<file path="src/rtl/core/lcal_pkg.sv">
// Shared types and constants of the binary-lifting common ancestor core.
`default_nettype none
package lcal_pkg;

	localparam int NODE_W = 10;
	localparam logic [NODE_W-1:0] LVL_MAX = 10'd1023;

	localparam logic MODE_LOAD  = 1'b0;
	localparam logic MODE_QUERY = 1'b1;

	typedef enum logic [1:0] {
		RES_ZERO   = 2'd0,
		RES_NODE_A = 2'd1,
		RES_U      = 2'd2,
		RES_RD     = 2'd3
	} res_sel_t;

	// controller -> datapath
	typedef struct packed {
		logic     cap;       // latch input item, read both levels
		logic     ld_start;  // write level and entry 0 of loaded node
		logic     ld_rd;     // read entry j-1 of prev
		logic     ld_wr;     // write entry j of loaded node
		logic     q_setup;   // order nodes by level, form difference
		logic     lift_rd;   // read entry j of u
		logic     lift_wr;   // u <= read data
		logic     tog_rd;    // read entry j of u and v
		logic     tog_wr;    // step u and v where ancestors differ
		logic     fin_rd;    // read parent of u
		logic     j_top;     // j <= LEVELS-1
		logic     jdec;      // j <= j-1
		logic     res_load;
		res_sel_t res_sel;
		logic     out_push;
	} cmd_t;

	// datapath -> controller
	typedef struct packed {
		logic mode;
		logic load_bad;
		logic range_bad;
		logic same;
		logic single_level;
		logic ld_last;
		logic j_zero;
		logic lift_bit;
		logic uv_eq;
		logic out_free;
	} stat_t;

endpackage
`default_nettype wire

</file>
<file path="src/rtl/core/lcal_ctrl.sv">
// Sequencer for load fills and query lifting passes.
`default_nettype none
module lcal_ctrl
	import lcal_pkg::*;
(
	input  wire   clk,
	input  wire   arst_n,
	input  wire   in_valid,
	output logic  in_ready,
	input  stat_t stat,
	output cmd_t  cmd
);

	typedef enum logic [11:0] {
		S_IDLE    = 12'b000000000001,
		S_DECIDE  = 12'b000000000010,
		S_LD_RD   = 12'b000000000100,
		S_LD_WR   = 12'b000000001000,
		S_LIFT    = 12'b000000010000,
		S_LIFT_WR = 12'b000000100000,
		S_CHECK   = 12'b000001000000,
		S_TOG_RD  = 12'b000010000000,
		S_TOG_WR  = 12'b000100000000,
		S_FIN_RD  = 12'b001000000000,
		S_FIN_WR  = 12'b010000000000,
		S_RESULT  = 12'b100000000000
	} state_t;

	state_t state_q, state_d;

	always_ff @(posedge clk or negedge arst_n) begin
		if (!arst_n) begin
			state_q <= S_IDLE;
		end else begin
			state_q <= state_d;
		end
	end

	assign in_ready = (state_q == S_IDLE);

	always_comb begin
		cmd     = '0;
		state_d = state_q;
		case (state_q)
			S_IDLE: begin
				if (in_valid) begin
					cmd.cap = 1'b1;
					state_d = S_DECIDE;
				end
			end
			S_DECIDE: begin
				if (stat.mode == MODE_LOAD) begin
					if (stat.load_bad) begin
						state_d = S_IDLE;
					end else begin
						cmd.ld_start = 1'b1;
						state_d = stat.single_level ? S_IDLE : S_LD_RD;
					end
				end else if (stat.range_bad) begin
					cmd.res_load = 1'b1;
					cmd.res_sel  = RES_ZERO;
					state_d      = S_RESULT;
				end else if (stat.same) begin
					cmd.res_load = 1'b1;
					cmd.res_sel  = RES_NODE_A;
					state_d      = S_RESULT;
				end else begin
					cmd.q_setup = 1'b1;
					state_d     = S_LIFT;
				end
			end
			S_LD_RD: begin
				cmd.ld_rd = 1'b1;
				state_d   = S_LD_WR;
			end
			S_LD_WR: begin
				cmd.ld_wr = 1'b1;
				state_d   = stat.ld_last ? S_IDLE : S_LD_RD;
			end
			S_LIFT: begin
				if (stat.lift_bit) begin
					cmd.lift_rd = 1'b1;
					state_d     = S_LIFT_WR;
				end else if (stat.j_zero) begin
					state_d = S_CHECK;
				end else begin
					cmd.jdec = 1'b1;
				end
			end
			S_LIFT_WR: begin
				cmd.lift_wr = 1'b1;
				if (stat.j_zero) begin
					state_d = S_CHECK;
				end else begin
					cmd.jdec = 1'b1;
					state_d  = S_LIFT;
				end
			end
			S_CHECK: begin
				if (stat.uv_eq) begin
					cmd.res_load = 1'b1;
					cmd.res_sel  = RES_U;
					state_d      = S_RESULT;
				end else begin
					cmd.j_top = 1'b1;
					state_d   = S_TOG_RD;
				end
			end
			S_TOG_RD: begin
				cmd.tog_rd = 1'b1;
				state_d    = S_TOG_WR;
			end
			S_TOG_WR: begin
				cmd.tog_wr = 1'b1;
				if (stat.j_zero) begin
					state_d = S_FIN_RD;
				end else begin
					cmd.jdec = 1'b1;
					state_d  = S_TOG_RD;
				end
			end
			S_FIN_RD: begin
				cmd.fin_rd = 1'b1;
				state_d    = S_FIN_WR;
			end
			S_FIN_WR: begin
				cmd.res_load = 1'b1;
				cmd.res_sel  = RES_RD;
				state_d      = S_RESULT;
			end
			S_RESULT: begin
				if (stat.out_free) begin
					cmd.out_push = 1'b1;
					state_d      = S_IDLE;
				end
			end
			default: begin
				state_d = S_IDLE;
			end
		endcase
	end

endmodule
`default_nettype wire

</file>
<file path="config.mk">
export PLATFORM = sky130hd
export DESIGN_NAME = lcal_ctrl
export DESIGN_NICKNAME = d
export VERILOG_FILES = /design/src/rtl/core/lcal_pkg.sv /design/src/rtl/core/lcal_ctrl.sv
export SDC_FILE = /design/constraint.sdc
export NUM_CORES = 1
export LEC_CHECK = 0
export BUFFER_PORTS_ARGS = -buffer_cell sky130_fd_sc_hd__buf_2
export CAP_MARGIN = 15
export CORE_ASPECT_RATIO = 1.1
export CORE_MARGIN = 2
export CORE_UTILIZATION = 43
export DETAILED_ROUTE_END_ITERATION = 7
export GPL_ROUTABILITY_DRIVEN = 0
export PLACE_DENSITY = 0.74
export SLEW_MARGIN = 20
export SYNTH_ARGS = -nofsm -noshare
export SYNTH_HDL_FRONTEND = slang
export SYNTH_SLANG_ARGS = --single-unit
</file>
<file path="constraint.sdc">
create_clock -name clk -period 2.4 [get_ports clk]
set_clock_uncertainty 0.05 [all_clocks]
set_input_delay 0.36 -clock clk [delete_from_list [all_inputs] [get_ports clk]]
set_output_delay 0.36 -clock clk [all_outputs]
set_load 0.01 [all_outputs]
</file>
# After elaboration in Yosys (flattened, before gate mapping)
# Cells that the tools add are included.
[word_totals]
output_inout_bits = 17
ff_bits = 12
[classes]
n_eq_ne = 15
n_mux = 43
n_reduce_logical = 2
[op_table]
columns = ["op", "count"]
rows = [
  ["12-bit case mux with 12 select lines", 1],
  ["12-bit 2-to-1 mux", 8],
  ["1-bit 2-to-1 mux", 23],
  ["3-bit 2-to-1 mux", 7],
  ["12-bit by 1-bit equality test with 1-bit output, second input constant", 1],
  ["12-bit by 10-bit equality test with 1-bit output, second input constant", 1],
  ["12-bit by 11-bit equality test with 1-bit output, second input constant", 1],
  ["12-bit equality test, second input constant", 1],
  ["12-bit by 2-bit equality test with 1-bit output, second input constant", 1],
  ["12-bit by 3-bit equality test with 1-bit output, second input constant", 1],
  ["12-bit by 4-bit equality test with 1-bit output, second input constant", 1],
  ["12-bit by 5-bit equality test with 1-bit output, second input constant", 1],
  ["12-bit by 6-bit equality test with 1-bit output, second input constant", 1],
  ["12-bit by 7-bit equality test with 1-bit output, second input constant", 1],
  ["12-bit by 8-bit equality test with 1-bit output, second input constant", 1],
  ["12-bit by 9-bit equality test with 1-bit output, second input constant", 1],
  ["10-bit 2-to-1 mux", 1],
  ["3-bit case mux with 3 select lines", 1],
  ["7-bit 2-to-1 mux", 1],
  ["2-bit inequality test, second input constant", 2],
  ["3-bit inequality test, second input constant", 1],
  ["3-bit AND reduction", 1],
  ["1-bit case mux with 2 select lines", 1],
  ["2-bit OR reduction", 1],
]

# Longest topological paths before layout
[depth]
depth_word = 4
ltp_mapped = 6

# Least setup slack after synthesis
# OpenSTA, ideal clock, no wires.
[synth_path]
path_kind = "register to output"
start = "register state_q[1]"
end = "output cmd[4] (netlist name)"
path_stages_with_launch = 6
slack_ns = -0.120
arrival_ns = 2.110
cell_sequence = "dfrtp_1 > buf_6 > or4_4 > or3_4 > or4b_4 > a21oi_1"
[synth_lines]
columns = ["item", "line", "rtl"]
rows = [
  ["start, declared", "lcal_ctrl.sv:29", "state_t state_q, state_d;"],
  ["start signal, assigned", "lcal_ctrl.sv:35", "state_q <= state_d;"],
  ["end, declared", "lcal_ctrl.sv:11", "output cmd_t cmd"],
]

==> flow_metrics.py <==
metrics = {
    "critical_path": {
        "arrival_ns": 2.37,
        "reg2reg_depth": 7,
        "worst_r2r_startpoint": "state_q[8]$_DFFE_PN0P_",
        "worstReg2RegEnd": "state_q[0]$_DFFE_PN1P_",
        "slowest_stage": "or4_4",
        "crit_type": "reg2out",
        "critPathLaunchType": "flop",
        "end_kind": "output pin",
        "slowest_delay_ns": 0.54,
        "critical_path.max_fanout": 3,
        "rrSetupSlack_ns": 0.04,
        "required_ns": 1.99,
        "crit_path_cell_trace": "or4_4, or3_4, or4b_4, a21oi_4, buf_2",
    },
    "placed_design": {
        "placed_area_mm2": 0.00117,
        "io_buffers": 29,
        "hpwl_um": 1930,
    },
    "floorplanning": {
        "die_h_um": 50.4,
        "dieArea_mm2": 0.00233,
        "die_w_um": 46.2,
        "core_area_mm2": 0.00182,
        "rows": 16,
        "ioPinCount": 30,
        "start_util": 0.463,
    },
    "route": {
        "ant_nets": 0,
        "vias": 1031,
        "first_iter_violations": 11,
        "wirelength_um": 3090,
        "drc": 0,
        "viasPerCell": 5.51,
        "dr.pass1.iters": 4,
        "post_drt_wl_per_cell_um": 16.5,
    },
    "outcome": {
        "status": "finished with violations",
        "violations": "setup timing",
    },
    "yosys": {
        "ys_types": 40,
        "postSynth.asyncResetShare": 1.00,
        "synth_nets": 109,
        "yosys_warnings": 0,
        "ys_ff_latch": 12,
        "synth-edff-count": 0,
        "syn_area_um2": 843,
        "syn_inst": 96,
        "synth_top_flop_cell": "dfrtp_1",
        "synth_area_per_cell_um2": 8.78,
        "ys_seq_area_frac": 0.358,
    },
    "finish": {
        "final_cell_mix": "27 x buf_2, 26 x buf_4, 14 x nor2_1, 10 x dfrtp_1, 7 x buf_6",
        "postLayoutCoreUtil": 0.789,
        "n_antenna_cell": 0,
        "drive_gt1_frac": 0.563,
        "largest_register": "state_q",
        "final_common_cell": "buf_2",
        "area_delta_synth_final_pct": 70.5,
        "fin_nets": 174,
        "largest_reg_flops": 12,
        "reg_top3": "state_q x12",
        "final_area_mm2": 0.00144,
    },
    "job": {
        "maxCapViolations": 0,
    },
    "global_routing": {
        "grt_pass1_vias": 976,
        "track_usage": 0.265,
        "grt_max_degree": 13,
        "antenna_found_initial": 0,
        "grt_pass1_wl_um": 4430,
        "grt_overflow_total": 0,
    },
    "cts": {
        "numClockSinks": 12,
        "cts_buffer_depth": 2,
        "path_clk_slew_ns": 0.08,
        "clk-insertion-delay-late_ns": 0.27,
        "numCtsBuffers": 3,
        "cts_tree": "built",
        "cts_max_level": 1,
        "cts-root-buf": "clkbuf_4",
    },
    "power_and_ir_drop": {
        "leakagePower_nw": 0.702,
        "p_per_area_mw_per_mm2": 686,
        "peakVddDrop_v": 0.000541,
    },
    "worst_hold_path": {
        "hold_class": "in2reg",
        "min-delay-start": "in_valid",
        "hold_end": "state_q[1]$_DFFE_PN0P_",
        "min_path_cells": 2,
    },
    "sta": {
        "fmax_ghz": 0.359,
        "drv_slew": 0,
        "fin_ws_ns": -0.385,
        "fin_crit_sh": 1.16,
        "finalHoldViolCount": 0,
        "rsz0062_at_grt": "true",
        "min_period_ns": 2.78,
        "setup_violations": 15,
        "slew_headroom": 0.796,
        "tightest_slew_ns": 0.304,
    },
}
through the flow:
stage	total power [mW]	TNS, ns	hold slack, ns	setup slack, ns	std cells
6_report	0.986	-3.25	0.280	-0.385	187
5_1_grt	1.03	-4.16	0.276	-0.423	187
4_1_cts	0.910	-3.18	0.248	-0.387	183
3_5_place_dp	0.658	-0.235	0.203	-0.101	171
3_3_place_gp	0.637	-0.0425	0.201	-0.0425	171
2_1_floorplan	0.484	-0.0829	0.0144	-0.0634	96
where the power goes:
group / leakage (nW) / switching, mW / internal (mW) / total (mW)
clock network: 0.0150 / 0.0701 / 0.0642 / 0.134
registers: 0.161 / 0.0115 / 0.228 / 0.239
logic: 0.525 / 0.293 / 0.320 / 0.613
worst max-delay path by stage:
stage	slack [ns]	end	depth (start not counted)	startpoint
after floorplan	-0.06	cmd[4]	5	state_q[1]$_DFFE_PN0P_
after global placement	-0.04	cmd[4]	5	state_q[4]$_DFFE_PN0P_
after detailed placement	-0.10	cmd[4]	5	state_q[4]$_DFFE_PN0P_
after CTS	-0.39	cmd[4]	5	state_q[4]$_DFFE_PN0P_
after global routing	-0.42	cmd[11]	7	state_q[4]$_DFFE_PN0P_
final	-0.38	cmd[4]	5	state_q[4]$_DFFE_PN0P_
synth_stat cells, types with 2 or more instances:
cell      count  share of area
nor2_1       17          0.076
dfrtp_1      11           0.33
o21ai_0       6          0.036
inv_1         5          0.022
xor2_1        4          0.042
nand2_1       3          0.013
nor3_1        3          0.018
nor3b_1       3          0.027
nor4b_1       3          0.031
o21bai_1      3          0.027
and2_1        2          0.015
nand3b_1      2          0.018
nand4b_1      2          0.021
nor4_1        2          0.015
o32ai_1       2          0.021
or3_1         2          0.015
or3b_2        2          0.021
or4_4         2          0.027
per-layer routing:
layer | up-vias | track usage | routed length (um)
met1 | 498 | 0.298 | 1200
li1 | 489 | - | -
met5 | - | 0 | 0
met3 | 7 | 0.0396 | 135
met2 | 37 | 0.468 | 1700
met4 | 0 | 0.119 | 56
cells by family (layout without fill, tap and decap cells):
family          count (synthesis)  count (layout)  synth area share
simple gates                   54              54             0.395
compound gates                 20              20             0.171
flops                          12              12             0.358
buf+inv                         6              70            0.0356
xor+xnor                        4               4            0.0415
final cells by class:
cell class,instances,area (um^2)
multi-input combinational,78,637
timing repair buffer,61,419
fill,124,384
sequential,12,303
tap,27,33.8
clock buffer,4,26.3
inverter,5,18.8
critical path: cells and delay by family (launching register included):
family	cells	cell delay (ns)
and+or+nand+nor	3	1.46
AOI/OAI and AO/OA	1	0.13
buffers and inverters	1	0.13
DFF	1	0.38
timing repair:
action / in CTS / in global routing
setup endpoints to repair: 15 / 17
hold endpoints to repair: 11 / 0
pin swaps: 8 / 12
hold buffers: 1 / 0
gates resized for setup: 22 / 7
buffers inserted: 7 / 5
(Power assumes the default switching activity.)
